[src/rtl/qrs_pkg.sv]
// Shared types and constants of the quadratic root solver.
`default_nettype none

package qrs_pkg;

   // Default widths of the coefficients and of the root fraction.
   localparam int COEF_WIDTH_DEF = 32;
   localparam int FRAC_BITS_DEF  = 24;

   // Width of one root and of the packed result word.
   localparam int ROOT_WIDTH = 64;
   localparam int RSP_DATA_W = 136;

   typedef logic [1:0] count_type;

   // Root count codes.
   localparam count_type CNT_NONE = 2'd0;
   localparam count_type CNT_ONE  = 2'd1;
   localparam count_type CNT_TWO  = 2'd2;
   localparam count_type CNT_INF  = 2'd3;

   // Pipeline control handed to every cell of a chain.
   typedef struct packed {
      logic advance;
      logic valid;
   } cell_ctl_type;

endpackage

`default_nettype wire

[src/rtl/qrs_div_cell.sv]
// One cell of the two-lane divider chain: one quotient bit per lane per cell.
`default_nettype none

module qrs_div_cell #(
   parameter int NUM_W  = 8,
   parameter int DEN_W  = 4,
   parameter int SIDE_W = 1
) (
   input  wire logic                  clock,
   input  wire logic                  reset,
   input  wire qrs_pkg::cell_ctl_type ctl_in,
   input  wire logic [DEN_W-1:0]      den_in,
   input  wire logic [NUM_W-1:0]      num_a_in,
   input  wire logic [NUM_W-1:0]      num_b_in,
   input  wire logic [DEN_W:0]        rem_a_in,
   input  wire logic [DEN_W:0]        rem_b_in,
   input  wire logic [NUM_W-1:0]      quo_a_in,
   input  wire logic [NUM_W-1:0]      quo_b_in,
   input  wire logic [SIDE_W-1:0]     side_in,
   output logic                       valid_ff,
   output logic [DEN_W-1:0]           den_ff,
   output logic [NUM_W-1:0]           num_a_ff,
   output logic [NUM_W-1:0]           num_b_ff,
   output logic [DEN_W:0]             rem_a_ff,
   output logic [DEN_W:0]             rem_b_ff,
   output logic [NUM_W-1:0]           quo_a_ff,
   output logic [NUM_W-1:0]           quo_b_ff,
   output logic [SIDE_W-1:0]          side_ff
);

   logic [DEN_W:0] sh_a, sh_b, den_x;
   logic           ge_a, ge_b;
   logic [DEN_W:0] rem_a_nx, rem_b_nx;

   // Shift in the next numerator bit and subtract the divisor when it fits.
   always_comb begin
      den_x    = {1'b0, den_in};
      sh_a     = {rem_a_in[DEN_W-1:0], num_a_in[NUM_W-1]};
      sh_b     = {rem_b_in[DEN_W-1:0], num_b_in[NUM_W-1]};
      ge_a     = (sh_a >= den_x);
      ge_b     = (sh_b >= den_x);
      rem_a_nx = ge_a ? (sh_a - den_x) : sh_a;
      rem_b_nx = ge_b ? (sh_b - den_x) : sh_b;
   end

   always_ff @(posedge clock) begin
      if (reset) begin
         valid_ff <= 1'b0;
      end else if (ctl_in.advance) begin
         valid_ff <= ctl_in.valid;
      end
      if (ctl_in.advance) begin
         den_ff   <= den_in;
         num_a_ff <= {num_a_in[NUM_W-2:0], 1'b0};
         num_b_ff <= {num_b_in[NUM_W-2:0], 1'b0};
         rem_a_ff <= rem_a_nx;
         rem_b_ff <= rem_b_nx;
         quo_a_ff <= {quo_a_in[NUM_W-2:0], ge_a};
         quo_b_ff <= {quo_b_in[NUM_W-2:0], ge_b};
         side_ff  <= side_in;
      end
   end

endmodule

`default_nettype wire

[config.mk]
export PLATFORM = sky130hd
export DESIGN_NAME = qrs_div_cell
export DESIGN_NICKNAME = d
export VERILOG_FILES = /design/src/rtl/qrs_pkg.sv /design/src/rtl/qrs_div_cell.sv
export SDC_FILE = /design/constraint.sdc
export NUM_CORES = 1
export LEC_CHECK = 0
export CAP_MARGIN = 20
export CELL_PAD_IN_SITES_DETAIL_PLACEMENT = 0
export CELL_PAD_IN_SITES_GLOBAL_PLACEMENT = 1
export CORE_MARGIN = 8
export CORE_UTILIZATION = 45
export CTS_BUF_LIST = sky130_fd_sc_hd__clkbuf_4
export DETAILED_ROUTE_END_ITERATION = 8
export DONT_BUFFER_PORTS = 1
export PLACE_DENSITY_LB_ADDON = 0.1
export RECOVER_POWER = 100
export SLEW_MARGIN = 30
export SYNTH_ARGS = -nofsm -noshare
export SYNTH_HDL_FRONTEND = slang
export SYNTH_SLANG_ARGS = --single-unit
export TNS_END_PERCENT = 5
[constraint.sdc]
create_clock -name clock -period 1.6 [get_ports clock]
set_clock_uncertainty 0.05 [all_clocks]
set_input_delay 0.24 -clock clock [delete_from_list [all_inputs] [get_ports clock]]
set_output_delay 0.24 -clock clock [all_outputs]
set_load 0.02 [all_outputs]
# Word-level counts from Yosys, hierarchy flattened
# Cells that the tools add are included.
# op_classes
n_shift,0
mux,2
eq_ne,0
multipliers,0
div,0
add_sub_neg,2
n_bitwise,0
magnitude_cmp,2
reduce_logical,0
# op_table
cell,count
5-bit by 4-bit greater-or-equal comparator with 1-bit output,2
5-bit two-way mux,2
5-bit by 4-bit subtractor with 5-bit output,2
# word_totals
ram_bits,0
latchBits,0
input_bits,51
output_inout_bits,48
wordCells,15
ff_bits,46
mem_count,0
romBits,0

# Depth between registers and ports, before layout
# logic_depth
ltp_word,2
mapped_depth,7
depth_no_buf,7

# Least setup slack after synthesis
# No wires, ideal clock.
# synth_path
path_kind,input -> register
startpoint,input num_b_in[7]
endpoint,register rem_b_ff[4] (data pin)
setup_time_ns,0.258
t_required_ns,1.292
stages,7
n_path_buf,0
arrival_ns,1.314
setup_slack_ns,-0.022
cell_sequence,inv_1 > ha_1 > fa_1 > nand2b_1 > a21oi_1 > xor2_1 > nor2_1
# synth_between
elab_chain_cells,2
word_cells_on_any_way,3
classes_between,add/sub (1); order compare (1); mux (1)
# synth_lines
element,line,text
start: declaration,qrs_div_cell.sv:14,"input wire logic [NUM_W-1:0] num_b_in,"
5-bit by 4-bit subtractor with 5-bit output / 5-bit by 4-bit greater-or-equal comparator with 1-bit output (equally long branches),"qrs_div_cell.sv:43, qrs_div_cell.sv:41",
5-bit two-way mux *,qrs_div_cell.sv:43,rem_b_nx = ge_b ? (sh_b - den_x) : sh_b;
net rem_b_nx[4],qrs_div_cell.sv:33,"logic [DEN_W:0] rem_a_nx, rem_b_nx;"
end signal: assignment,qrs_div_cell.sv:57,rem_b_ff <= rem_b_nx;
end: declaration,qrs_div_cell.sv:25,"output logic [DEN_W:0] rem_b_ff,"
# The timed path passes the listed nets; every way through them passes the cells marked *.
# A chain may end at the register's enable or synchronous reset.

# Final worst setup path
# layout_path
startpoint,input den_in[2]
endpoint,register rem_b_ff[0] (data pin)
# layout_between
elab_chain_cells,2
# layout_lines
element,line,text
start: declaration,qrs_div_cell.sv:12,"input wire logic [DEN_W-1:0] den_in,"
5-bit by 4-bit greater-or-equal comparator with 1-bit output,qrs_div_cell.sv:41,ge_b = (sh_b >= den_x);
5-bit two-way mux,qrs_div_cell.sv:43,
net rem_b_nx[0],qrs_div_cell.sv:33,
# The timed path passes the listed nets, and every way through them passes these cells.

==> reports/metrics.csv <==
stage,metric,value,unit
sta,fmax,0.734,GHz
synthesis,synth.distinct_cells,22,
setup_path,rrSetupSlack,0.79,ns
outcome,status,"complete, but fails checks",
die,io_pins,99,
cts,htree_levels,2,
cts,cts_resized,0,
place,gp_congestion,0.737,
setup_path,crit_path_end_kind,flop,
synthesis,synth_area_per_cell,16.0,um^2
setup_path,arrival,1.50,ns
die,start_util,0.468,
cells_and_area,final_nets,226,
cells_and_area,layout_commonest_cell,edfxtp_1,
synthesis,yosysWarningCount,0,
die,row_count,23,
worst_hold_path,hold_start,ctl_in[1],
worst_hold_path,whs_path_depth,0,
sta,setup_viol_count_final,0,
cells_and_area,multi_input_area,440,um^2
cells_and_area,drive_above_1_share,0.115,
power,switchingPower,0.642,mW
cts,hold_buffers,34,
grt,grt_pass1_vias,1097,
sta,min_period,1.36,ns
cts,worstSkewPairLatency,0.34,ns
route,remaining_drc_errors,0,
route,detail_route.first_pass.iterations,4,
die,core,0.00400,mm^2
flow_run,drv_cap,0,
sta,drv_slew,0,
power,power_frac_comb,0.109,
setup_path,r2r-start,valid_ff,
cells_and_area,diodes,0,
die,dieArea,0.00648,mm^2
cts,cts_max_path_buffers,2,
cells_and_area,utilization,0.586,
power,max-vdd-ir-drop,0.363,mV
grt,grt_usage,0.125,
die,die_w,80.5,um
sta,rsz0062_at_grt,no,
cells_and_area,layout_common_cells,"45 x edfxtp_1, 34 x dlygate4sd3_1, 16 x nor2_1",
grt,grt_pass1_wl,5980,um
power,clockPowerShare,0.205,
worst_hold_path,hold_path_end,rem_b_ff[3],
route,drtIter0Drc,54,
synthesis,synth-seq-cells,46,
cts,cts.sinks,46,
setup_path,cp_max_fo,4,
place,dp_hpwl,3190,um
cells_and_area,num-fill-cells,317,
power,p_int,1.77,mW
route,viasPerCell,4.93,
cells_and_area,area_delta_synth_final,25.2,%
power,leakage,0.886,nW
setup_path,start_kind,input port,
synthesis,syn_area,0.00187,mm^2
cells_and_area,seq_area,0.00137,mm^2
power,powerDensity,1030,mW/mm^2
grt,grt-ovfl-total,0,
grt,grt_max_degree,47,
outcome,violations,hold timing,
route,wire_per_inst,19.7,um
route,ant_nets,0,
worst_hold_path,hp-class,input port to flop,
die,die_y,80.5,um
cts,cts_made_buffers,5,
sta,fin_tns_setup,0,ns
route,via_count,1059,
setup_path,worstSetupPathType,input port to flop,
sta,hold_viol,45,
cts,path_clk_slew,0.12,ns
place,port-buffer-count,0,
power,swShare,0.266,
setup_path,rr_worst_depth,2,
route,totalWireLength,4240,um
cts,ctsRootBufferMaster,clkbuf_4,
setup_path,cp_data_required_time,1.74,ns
power,pwr-share-seq,0.687,
synthesis,syn_inst,117,
sta,period_share,0.852,
setup_path,r2r-end,valid_ff,
grt,grt_antenna_before_repair,0,
synthesis,yosysSeqAreaShare,0.732,
cts,cts_tree,built,
sta,fin_hold_ws,-0.0477,ns
cts,postCtsSetupBuffers,0,
flip-flops by register name, indices dropped and copies added, names as in the netlist:
signal and flops:
num_b_ff 7, num_a_ff 7, valid_ff 1, side_ff 1, rem_b_ff 5, quo_b_ff 8
quo_a_ff 8, den_ff 4, rem_a_ff 5
cell usage after synthesis, drive strengths merged:
| cell | count | area, um^2 |
|---|---|---|
| edfxtp | 45 | 1350 |
| nor2 | 16 | 75.1 |
| inv | 9 | 33.8 |
| ha | 8 | 100 |
| a21oi | 6 | 37.5 |
| mux2i | 5 | 50.1 |
| nand2b | 4 | 25.0 |
| nor3 | 4 | 20.0 |
| nand2 | 3 | 11.3 |
| o21ai | 3 | 15.0 |
| buf | 2 | 15.0 |
| fa | 2 | 40.0 |
| mux2 | 2 | 30.0 |
| nand4 | 2 | 12.5 |
| xnor2 | 2 | 17.5 |
| conb | 1 | 3.75 |
| dfxtp | 1 | 20.0 |
| or2 | 1 | 6.26 |
| xor2 | 1 | 8.76 |
worst max path at each step:
stage | start | slack, ns | endpoint
final | den_in[2] | 0.24 | rem_b_ff[0]
after CTS | num_a_in[7] | 0.28 | rem_a_ff[4]
after floorplan | den_in[2] | 0.002 | rem_a_ff[2]
after global placement | num_a_in[7] | -0.07 | rem_a_ff[4]
after detailed placement | num_a_in[7] | -0.11 | rem_a_ff[4]
after global routing | den_in[2] | 0.15 | rem_b_ff[0]
per-stage QoR:
| stage | total power, mW | cells | cell area [um^2] | hold WS (ns) | worst slack (ns) |
|---|---|---|---|---|---|
| floorplan | 1.82 | 118 | 1880 | 0.262 | 0.00241 |
| global placement | 1.90 | 174 | 1990 | 0.265 | -0.0664 |
| detailed placement | 1.91 | 174 | 1990 | 0.276 | -0.113 |
| CTS | 2.46 | 215 | 2380 | -0.0677 | 0.278 |
| global route | 2.51 | 215 | 2340 | -0.0873 | 0.148 |
| finish | 2.41 | 215 | 2340 | -0.0477 | 0.237 |
critical path, stage by stage:
cell and delay, ns:
inv_1 0.05, ha_1 0.34, o21ai_0 0.20, a21oi_2 0.06, nor2_1 0.14, clkbuf_1 0.23
mux2i_1 0.25
layer usage:
| metal | global-route usage | vias up | wire (um) |
|---|---|---|---|
| li1 | - | 514 | - |
| met5 | 0 | - | 0 |
| met1 | 0.112 | 487 | 1500 |
| met4 | 0.0582 | 0 | 94 |
| met2 | 0.229 | 51 | 2210 |
| met3 | 0.0603 | 7 | 434 |
cell type report:
type | count | area share
tap | 50 | 0.0267
timing repair buffer | 42 | 0.166
clock inverter | 2 | 0.00427
clock buffer | 5 | 0.0160
inverter | 9 | 0.0144
multi-input combinational | 61 | 0.188
sequential | 46 | 0.585
power by group through the flow:
stage / registers [mW] / logic [mW] / clock network, mW
6_report: 1.66 / 0.263 / 0.493
3_5_place_dp: 1.69 / 0.217 / 0
5_1_grt: 1.67 / 0.294 / 0.554
3_3_place_gp: 1.68 / 0.212 / 0
4_1_cts: 1.66 / 0.287 / 0.512
2_1_floorplan: 1.66 / 0.165 / 0
logic make-up (layout without fill, tap and decap cells):
logic type	Yosys count	count (layout)	synth area share
AO/OA/AOI/OAI	9	9	0.0281
XOR/XNOR	3	3	0.0140
adder cells (fa/ha/maj)	10	10	0.0748
flip-flops	46	46	0.732
buffers and inverters	11	58	0.0260
other	1	2	0.00200
AND/OR/NAND/NOR	30	30	0.0802
multiplexers	7	7	0.0428
(Power assumes the default switching activity.)
