$ cat src/rtl/qrs_pkg.sv
// Shared types and constants of the quadratic root solver.
`default_nettype none

package qrs_pkg;

   // Default widths of the coefficients and of the root fraction.
   localparam int COEF_WIDTH_DEF = 32;
   localparam int FRAC_BITS_DEF  = 24;

   // Width of one root and of the packed result word.
   localparam int ROOT_WIDTH = 64;
   localparam int RSP_DATA_W = 136;

   typedef logic [1:0] count_type;

   // Root count codes.
   localparam count_type CNT_NONE = 2'd0;
   localparam count_type CNT_ONE  = 2'd1;
   localparam count_type CNT_TWO  = 2'd2;
   localparam count_type CNT_INF  = 2'd3;

   // Pipeline control handed to every cell of a chain.
   typedef struct packed {
      logic advance;
      logic valid;
   } cell_ctl_type;

endpackage

`default_nettype wire

$ cat src/rtl/qrs_sqrt_cell.sv
// One cell of the square root chain: settles one root bit per cell.
`default_nettype none

module qrs_sqrt_cell #(
   parameter int ROOT_W = 8,
   parameter int SIDE_W = 1
) (
   input  wire logic                     clock,
   input  wire logic                     reset,
   input  wire qrs_pkg::cell_ctl_type    ctl_in,
   input  wire logic [2*ROOT_W-1:0]      rad_in,
   input  wire logic [ROOT_W+1:0]        rem_in,
   input  wire logic [ROOT_W-1:0]        root_in,
   input  wire logic [SIDE_W-1:0]        side_in,
   output logic                          valid_ff,
   output logic [2*ROOT_W-1:0]           rad_ff,
   output logic [ROOT_W+1:0]             rem_ff,
   output logic [ROOT_W-1:0]             root_ff,
   output logic [SIDE_W-1:0]             side_ff
);

   localparam int REM_W = ROOT_W + 2;

   logic [REM_W-1:0]    rem_shift;
   logic [REM_W-1:0]    trial;
   logic                take;
   logic [REM_W-1:0]    rem_in_nx;
   logic [ROOT_W-1:0]   root_in_nx;
   logic [2*ROOT_W-1:0] rad_in_nx;

   // Bring down the next two radicand bits and try root*4+1.
   always_comb begin
      rem_shift  = {rem_in[REM_W-3:0], rad_in[2*ROOT_W-1:2*ROOT_W-2]};
      trial      = {root_in, 2'b01};
      take       = (rem_shift >= trial);
      rem_in_nx  = take ? (rem_shift - trial) : rem_shift;
      root_in_nx = {root_in[ROOT_W-2:0], take};
      rad_in_nx  = {rad_in[2*ROOT_W-3:0], 2'b00};
   end

   // Valid is reset; the data registers follow the enable only.
   always_ff @(posedge clock) begin
      if (reset) begin
         valid_ff <= 1'b0;
      end else if (ctl_in.advance) begin
         valid_ff <= ctl_in.valid;
      end
      if (ctl_in.advance) begin
         rad_ff  <= rad_in_nx;
         rem_ff  <= rem_in_nx;
         root_ff <= root_in_nx;
         side_ff <= side_in;
      end
   end

endmodule

`default_nettype wire

$ cat config.mk
export PLATFORM = sky130hd
export DESIGN_NAME = qrs_sqrt_cell
export DESIGN_NICKNAME = d
export VERILOG_FILES = /design/src/rtl/qrs_pkg.sv /design/src/rtl/qrs_sqrt_cell.sv
export SDC_FILE = /design/constraint.sdc
export NUM_CORES = 1
export LEC_CHECK = 0
export ABC_AREA = 0
export BUFFER_PORTS_ARGS = -buffer_cell sky130_fd_sc_hd__buf_4
export CORE_MARGIN = 4
export CORE_UTILIZATION = 42
export CTS_CLUSTER_SIZE = 28
export DETAILED_ROUTE_END_ITERATION = 8
export HOLD_SLACK_MARGIN = 0.12
export PLACE_DENSITY_LB_ADDON = 0.3
export SLEW_MARGIN = 10
export SYNTH_ARGS = -nofsm -noshare
export SYNTH_HDL_FRONTEND = slang
export SYNTH_SLANG_ARGS = --single-unit
$ cat constraint.sdc
create_clock -name clock -period 2.8 [get_ports clock]
set_clock_uncertainty 0.2 [all_clocks]
set_input_delay 0.14 -clock clock [delete_from_list [all_inputs] [get_ports clock]]
set_output_delay 0.14 -clock clock [all_outputs]
set_load 0.02 [all_outputs]
# == Word level (Yosys, flattened, before mapping) ==
# Cells that the tools add are included.
# totals
ff_bits,34
in_bits,39
output_inout_bits,36
wordCells,8
# op_classes
addsub,1
n_lt_le_gt_ge,1
n_mux,1
# ops
cell,n
greater-or-equal comparator 10 bit,1
two-way mux 10 bit,1
subtractor 10 bit,1

# == Longest topological paths before layout ==
# Gate-level depths: netlist of run 1.
# depth
depth_word,2
ltp_mapped,8

# == Worst setup path before layout of run 1 ==
# OpenSTA, ideal clock, no wires.
# synth_path
path_kind,input to register
startpoint,in root_in[0]
endpoint,"reg rem_ff[7], data pin"
t_arrival_ns,1.604
path_slack_ns,0.736
path_stages,8
n_path_buf,1
path_cell_list,inv_1 > ha_1 > nor2b_1 > o21a_2 > o221ai_2 > o21a_2 > buf_6 > mux2_2
# synth_via
elab_chain_cells,2
word_cells_on_any_way,3
cone_classes,add/sub: 1; order compare: 1; mux: 1
# synth_lines
item,line_no,text
start: declaration,qrs_sqrt_cell.sv:13,"input wire logic [ROOT_W-1:0] root_in,"
subtractor 10 bit or greater-or-equal comparator 10 bit (tied branches),"qrs_sqrt_cell.sv:36, qrs_sqrt_cell.sv:35",
two-way mux 10 bit (*),qrs_sqrt_cell.sv:36,rem_in_nx = take ? (rem_shift - trial) : rem_shift;
via rem_in_nx[7],qrs_sqrt_cell.sv:27,logic [REM_W-1:0] rem_in_nx;
end signal: assignment,qrs_sqrt_cell.sv:50,rem_ff <= rem_in_nx;
end: declaration,qrs_sqrt_cell.sv:17,"output logic [ROOT_W+1:0] rem_ff,"
# The timed path passes the listed nets; every way through them passes the cells marked *.
# A chain may end at the register's enable or synchronous reset.

# == Final worst setup path of run 1 ==
# layout_path
startpoint,in rem_in[0]
endpoint,"reg rem_ff[7], data pin"
# layout_via
elab_chain_cells,2
word_cells_on_any_way,3
cone_classes,add/sub: 1; order compare: 1; mux: 1
# layout_lines
item,line_no,text
start: declaration,qrs_sqrt_cell.sv:12,"input wire logic [ROOT_W+1:0] rem_in,"
subtractor 10 bit or greater-or-equal comparator 10 bit (tied branches),"qrs_sqrt_cell.sv:36, qrs_sqrt_cell.sv:35",
two-way mux 10 bit (*),qrs_sqrt_cell.sv:36,
via rem_in_nx[7],qrs_sqrt_cell.sv:27,
# Marks and branches as above.

==> results of run 1 <==
## worst paths after layout
check | from | endpoint | slack (ns) | depth (start not counted)
setup / recovery | rem_in[0] | rem_ff[7] | 0.20 | 8
hold / removal | ctl_in[1] | rem_ff[9] | 0.13 | 1
setup reg to reg | valid_ff | valid_ff | 1.46 | 3
hold reg to reg | valid_ff | valid_ff | 0.85 | 3
## per-stage QoR
step                std cells  instance area, µm²  hold slack [ns]  utilization (%)
floorplan                 116                1655          0.01238                -
detailed placement        231                2215           0.1023            59.16
finish                    273                2636           0.1301            70.42
CTS                       273                2636           0.1294            70.42
global placement          231                2215          0.09699            59.16
global route              273                2636           0.1341            70.42
## registers in the layout, summed over array words and instances (netlist names)
| signal | cells |
|---|---|
| rad_ff | 14 |
| rem_ff | 10 |
| root_ff | 8 |
| side_ff | 1 |
| valid_ff | 1 |
## layer usage
metal	GRT usage, %	vias up	share of wire (%)
met5	0	-	0
li1	-	647	-
met1	18.59	587	41
met3	5.114	5	8.4
met4	3.758	0	1.1
met2	26.36	53	49
## placed cells by master (no fill, tap or decap), types with 2 or more instances in the layout
cell type and n:
conb_1 2, nor2_1 7, edfxtp_1 33, o21a_2 2, a21o_1 2, o211ai_1 2, xnor2_1 5, mux2_2 3
clkbuf_8 5, nor3_1 2, a211o_1 2, inv_1 13, buf_4 70, dlygate4sd3_1 34, a21oi_1 2, o21a_1 2
ha_1 10, mux2_1 5, mux2i_1 3
## power groups by stage
stage	Clock [µW]	Sequential (µW)	Combinational [µW]
floorplan	0	708	133
detailed placement	0	643	338
global route	372	637	409
CTS	348	632	378
global placement	0	641	331
finish	335	632	376
## cell families (layout without fill, tap and decap cells)
family          count (synthesis)  count (layout)  synth area share (%)
simple gates                   17              17                 5.380
xor+xnor                        6               6                 3.182
other cells                     1               2                0.2271
compound gates                 20              20                 10.61
buf+inv                        16             125                 4.545
fa+ha+maj                      10              10                 7.576
flops                          34              34                 61.21
mux                            11              11                 7.272
## cell usage after synthesis (2+ instances only)
| library cell | n |
|---|---|
| a21o_1 | 2 |
| a21oi_1 | 2 |
| a211o_1 | 2 |
| xnor2_1 | 5 |
| o211ai_1 | 2 |
| mux2_2 | 3 |
| o21a_2 | 2 |
| mux2i_1 | 3 |
| buf_4 | 2 |
| edfxtp_1 | 33 |
| o21a_1 | 2 |
| nor2_1 | 7 |
| nor3_1 | 2 |
| ha_1 | 10 |
| mux2_1 | 5 |
| inv_1 | 13 |
## cell type report
class	instances	area, µm²	area share [%]
Clock inverter	2	8.758	0.3322
Inverter	13	48.80	1.851
Multi-Input combinational cell	66	569.3	21.59
Tap cell	48	60.06	2.278
Clock buffer	6	72.57	2.753
Sequential cell	34	1011	38.35
Timing Repair Buffer	104	865.8	32.84
## repair_timing
action / 4_1_cts / 5_1_grt
gates resized for setup: 0 / 0
endpoints found under the hold margin: 33 / 0
hold buffers: 34 / 0
buffers inserted: 0 / 0
==> reports/metrics.sh, run 1 <==
STATUS='finished clean'
DIE-AREA_UM2=5000
MAPPEDNETLISTAREA_UM2=1652
CRITICAL_PATH_CLASS='input pin to flop'
GLOBALROUTETOTALUTIL_PCT=15.35
CRITPATHCAPTURETYPE='flop'
WORST_SETUP_HOLD_PATH_CLK_SLEW_NS=0.06
MAXCAPVIOLCOUNT=0
CTS_ROOT_BUFFER='clkbuf_8'
TRITONCTS='built'
NET-SWITCHING-POWER_uW=361.8
DP_WORST_SETUP_SLACK_NS=0.4520
PERIOD_NEEDED_NS=2.598
NETLIST.TOP_CELL.BY_AREA='edfxtp_1'
CRITPATHMAXSTAGEDELAY_NS=0.54
FP.DIEH_UM=70.71
STARTPOINT_TYPE='input pin'
HOLD_VIOL_FINAL=0
PLACEMENT.IO_BUFFERS=70
CRITICAL_PATH.CELL_CHAIN='dlygate4sd3_1 > buf_4 > ha_1 > nor2b_1 > o21a_2 > o221ai_2 > o21a_2 > mux2_2'
ROUTED_VIA_DENSITY=4.733
SYNTH-WARNING-COUNT=0
SEQUENTIAL_SHARE_OF_THE_SYNTHESIZED_AREA_PCT=61.21
START_UTIL_PCT=44.12
CP_COMMON_CELL='o21a_2'
YS_TOP_CELLS_BY_AREA='edfxtp_1 (60%), ha_1 (7.6%), mux2_1 (3.4%)'
LAYOUT-DRIVE-GT1-SHARE_PCT=37.78
PATH_DELAY_FAMILY='compound AO/OA/AOI/OAI gates'
AREA_GROWTH_SYN_TO_LAYOUT_PCT=59.62
TOTALWIRELENGTH_UM=3725
DIEWIDTH_UM=70.71
CTS_MAX_LEVEL=2
CLOCK_INSERTION_DELAY_WORST_SKEW_NS=0.27
SETUP_VIOL=0
SEQ_POWER_SHARE_PCT=47.0
POWER_PER_CELL_AREA_nW_PER_UM2=509.5
DETAIL_ROUTE.ITER0.VIOLATIONS=49
COMBINATIONALPOWERSHARE_PCT=28.0
FMAX_GHz=0.3849
WORST-ENDPOINT-ARRIVAL_NS=2.43
CLOCK_GROUP_SHARE_OF_TOTAL_POWER_PCT=25.0
SYNTHESIS.INSTANCES=115
SYNTH.AVG_CELL_AREA_UM2=14.36
FINAL-MAX-SLEW-VIOLATION-COUNT=0
SLOWEST_STAGE='dlygate4sd3_1'
CTSLONGESTPATHBUFFERS=2
GRT_START_MAX_NET_PINS=35
P_LEAK_uW=0.001188
WIRE_PER_INST_UM=13.64
VIAS_IN_THE_FIRST_GLOBAL_ROUTE=1238
SYNTH_ENABLE_FLOP_CELLS=33
CLOCK_SINK_COUNT=34
TIMING.CRITICAL_PATH.REQUIRED_NS=2.63
SWITCHING_SHARE_PCT=26.93
SYNTHFLOPTYPE='edfxtp_1'
GRT_FIRST_PASS_WIRELENGTH_UM=6044
P_INT_uW=981.5
CORE_REGION_AREA_UM2=3744
WORST_HOLD_PATH_TYPE='input pin to flop'
PEAKVDDDROP_mV=0.2818
FINAL_ANTENNA_NET_COUNT=0
POSTSYNTHREGISTERBITS=34
YS_TYPES=36
DR_TOTAL_VIAS=1292
FINAL.SETUP.TNS_NS=0
FIRSTDRTPASSITERS=4
SETUP_SLACK_NS=0.2017
CRITPATHMAXFANOUT=11
GLOBALROUTE.TOTALOVERFLOW=0
SYNTH_TOP_AREA_SHARE_PCT=60.00
YS_ASYNC_SR_FRACTION_PCT=0
NFILLCELLS=280
NUMBER_OF_ANTENNA_VIOLATIONS_AT_THE_FIRST_CHECK_IN_GLOBAL_ROUTING=0
ROWS=22
TCRIT_TCLK_FINAL_PCT=92.80
PLACE_CONGESTION=0.7880
WORSTPATHBUFFERINVERTERCOUNT=2
UNREPAIRED_SETUP_ENDPOINTS_AFTER_GLOBAL_ROUTING='no'
ROUTE.DETAILED.DRC=0
ANTENNADIODECOUNT=0
IOS=75
NUMCTSBUFFERS=5
DETAILED_PLACE_HPWL_UM=2494
NUM-NETS-FINAL=273
P_TOTAL_uW=1343
(Power assumes the default switching activity.)
==> run 2, diff against run 1 <==
--- a/config.mk
+++ b/config.mk
@@ -11,6 +11,7 @@
 export CORE_UTILIZATION = 42
 export CTS_CLUSTER_SIZE = 28
 export DETAILED_ROUTE_END_ITERATION = 8
+export GPL_TIMING_DRIVEN = 0
 export HOLD_SLACK_MARGIN = 0.12
 export PLACE_DENSITY_LB_ADDON = 0.3
 export SLEW_MARGIN = 10
==> reports/metrics.sh, run 2 (synthesis gave the netlist of run 1 again) <==
FINAL_COMMON_CELL='buf_4'  # unchanged
STARTPOINT_TYPE='input pin'  # unchanged
STATUS='finished clean'  # unchanged
START_UTIL_PCT=44.12  # unchanged
CRITICAL_PATH_CLASS='input pin to flop'  # unchanged
GLOBALROUTE.TOTALOVERFLOW=0  # unchanged
ROUTE.DETAILED.DRC=0  # unchanged
CRITPATHCAPTURETYPE='flop'  # unchanged
CTS_ROOT_BUFFER='clkbuf_8'  # unchanged
POSTLAYOUTCELLAREA_UM2=2663  # was 2636 µm²
PERIOD_NEEDED_NS=2.593  # was 2.598 ns
WORST_SETUP_HOLD_PATH_CLK_SLEW_NS=0.06  # about the same
REG_TOP3='rad_ff (14), rem_ff (10), root_ff (8)'  # unchanged
FINAL-MAX-SLEW-VIOLATION-COUNT=0  # unchanged
DR_TOTAL_VIAS=1286  # was 1,292
FMAX_GHz=0.3857  # was 0.3849 GHz
CP_COMMON_CELL='o21a_2'  # unchanged
VIAS_IN_THE_FIRST_GLOBAL_ROUTE=1353  # was 1,238
CTSHOLDBUFFERS=34  # unchanged
GLOBALROUTETOTALUTIL_PCT=15.64  # was 15.35%
NUMCTSBUFFERS=5  # unchanged
PLACE_AREA_UM2=2241  # was 2215 µm²
ROWS=22  # unchanged
FINAL_ANTENNA_NET_COUNT=0  # unchanged
IOS=75  # unchanged
REGISTER_CONTAINING_THE_MOST_FLIP_FLOPS_IN_THE_FINAL_LAYOUT='rad_ff'  # unchanged
CRITPATHMAXFANOUT=10  # was 11
CLOCK_SINK_COUNT=34  # unchanged
PEAKVDDDROP_mV=0.2609  # was 0.2818 mV
CRITICAL_PATH.CELL_CHAIN='dlygate4sd3_1 > buf_4 > ha_1 > nor2b_1 > o21a_2 > o221ai_2 > o21a_2 > buf_6 > mux2_2'  # was dlygate4sd3_1 > buf_4 > ha_1 > nor2b_1 > o21a_2 > o221ai_2 > o21a_2 > mux2_2
POWER_PER_CELL_AREA_nW_PER_UM2=505.6  # was 509.5 nW/µm²
DIE-AREA_UM2=5000  # unchanged
CORE_REGION_AREA_UM2=3744  # unchanged
FINAL.SETUP.TNS_NS=0  # unchanged
WIRE_PER_INST_UM=13.24  # was 13.64 µm
FP.DIEH_UM=70.71  # unchanged
PLACEMENT.IO_BUFFERS=70  # unchanged
MAXCAPVIOLCOUNT=0  # unchanged
CTSLONGESTPATHBUFFERS=2  # unchanged
DETAIL_ROUTE.ITER0.VIOLATIONS=75  # was 49
GRT_START_MAX_NET_PINS=35  # unchanged
ROUTED_VIA_DENSITY=4.659  # was 4.733
HOLD_VIOL_FINAL=0  # unchanged
AREA_GROWTH_SYN_TO_LAYOUT_PCT=61.21  # was 59.62%
PATH_DELAY_FAMILY='buffers and inverters'  # was compound AO/OA/AOI/OAI gates
FIRSTDRTPASSITERS=4  # unchanged
DETAILED_PLACE_HPWL_UM=2596  # was 2494 µm
P_LEAK_uW=0.001205  # was 0.001188 µW
PLACE_CONGESTION=0.8098  # was 0.7880
MOST-COMMON-LAYOUT-CELLS='buf_4 (72), dlygate4sd3_1 (34), edfxtp_1 (33), inv_1 (13), ha_1 (10)'  # was buf_4 (70), dlygate4sd3_1 (34), edfxtp_1 (33), inv_1 (13), ha_1 (10)
P_TOTAL_uW=1346  # was 1343 µW
WORST-ENDPOINT-ARRIVAL_NS=2.42  # was 2.43 ns
WORST_HOLD_PATH_TYPE='input pin to flop'  # unchanged
CRITPATHMAXSTAGEDELAY_NS=0.56  # was 0.54 ns
LAYOUT-DRIVE-GT1-SHARE_PCT=38.60  # was 37.78%
LAYOUT.CELLS.NON_FILLER=276  # was 273
POST_CTS_SETUP_DRIVEN_BUFFER_INSERTION_COUNT=0  # unchanged
TIMING.CRITICAL_PATH.REQUIRED_NS=2.63  # about the same
DIEWIDTH_UM=70.71  # unchanged
TCRIT_TCLK_FINAL_PCT=92.60  # was 92.80%
SETUP_VIOL=0  # unchanged
POST_CTS_RESIZE_COUNT=0  # unchanged
TRITONCTS='built'  # unchanged
CTS_MAX_LEVEL=2  # unchanged
TOTALWIRELENGTH_UM=3655  # was 3725 µm
CLOCK_INSERTION_DELAY_WORST_SKEW_NS=0.27  # about the same
UNREPAIRED_SETUP_ENDPOINTS_AFTER_GLOBAL_ROUTING='no'  # unchanged
SLOWEST_STAGE='dlygate4sd3_1'  # unchanged
NUMBER_OF_ANTENNA_VIOLATIONS_AT_THE_FIRST_CHECK_IN_GLOBAL_ROUTING=0  # unchanged
ANTENNADIODECOUNT=0  # unchanged
PLACEDCELLCOUNT=234  # was 231
LARGEST_REG_FLOPS=14  # unchanged
WORSTPATHBUFFERINVERTERCOUNT=3  # was 2
NUM-NETS-FINAL=276  # was 273
GRT_FIRST_PASS_WIRELENGTH_UM=6168  # was 6044 µm
## run 2: area by class of cell
type	instances	area, µm²
inverters	13	48.80
clock buffers	6	72.57
plain buffers	3	26.28
well taps	48	60.06
repair buffers	104	865.8
fillers	285	1081
flip-flops and latches	34	1011
clock inverters	2	8.758
multi-input cells	66	569.3
## run 2: worst paths after layout
| kind | from | endpoint | slack [ns] | depth (start not counted) |
|---|---|---|---|---|
| setup / recovery | rem_in[0] | rem_ff[8] | 0.21 | 9 |
| hold / removal | ctl_in[1] | root_ff[7] | 0.13 | 1 |
| hold reg to reg | valid_ff | valid_ff | 0.87 | 3 |
| setup reg to reg | valid_ff | valid_ff | 1.45 | 3 |
## run 2: metrics by stage
step | setup WS, ns | hold WS, ns | utilization, %
global route | 0.1243 | 0.1359 | 71.12
finish | 0.2073 | 0.1252 | 71.12
CTS | 0.2323 | 0.1283 | 71.12
detailed placement | 0.4927 | 0.1077 | 59.86
global placement | 0.5259 | 0.09661 | 59.86
floorplan | 0.7362 | 0.01238 | -
## run 2: where the power goes
| group | switching (µW) | internal, µW |
|---|---|---|
| clock network | 161 | 171 |
| logic | 184 | 198 |
| registers | 13.8 | 619 |
## run 2: worst register-to-register path, stage by stage, from the launching register on
cell and delay [ns]:
dfxtp_1 0.32, mux2i_1 0.13, nor2_1 0.06, dlygate4sd3_1 0.54
## run 2: metal layers
metal | part of all wire, % | vias to the layer above | GRT usage, %
li1 | - | 650 | -
met1 | 42 | 579 | 17.85
met2 | 49 | 51 | 27.29
met3 | 7.6 | 6 | 5.540
met4 | 1.3 | 0 | 5.010
met5 | 0 | - | 0
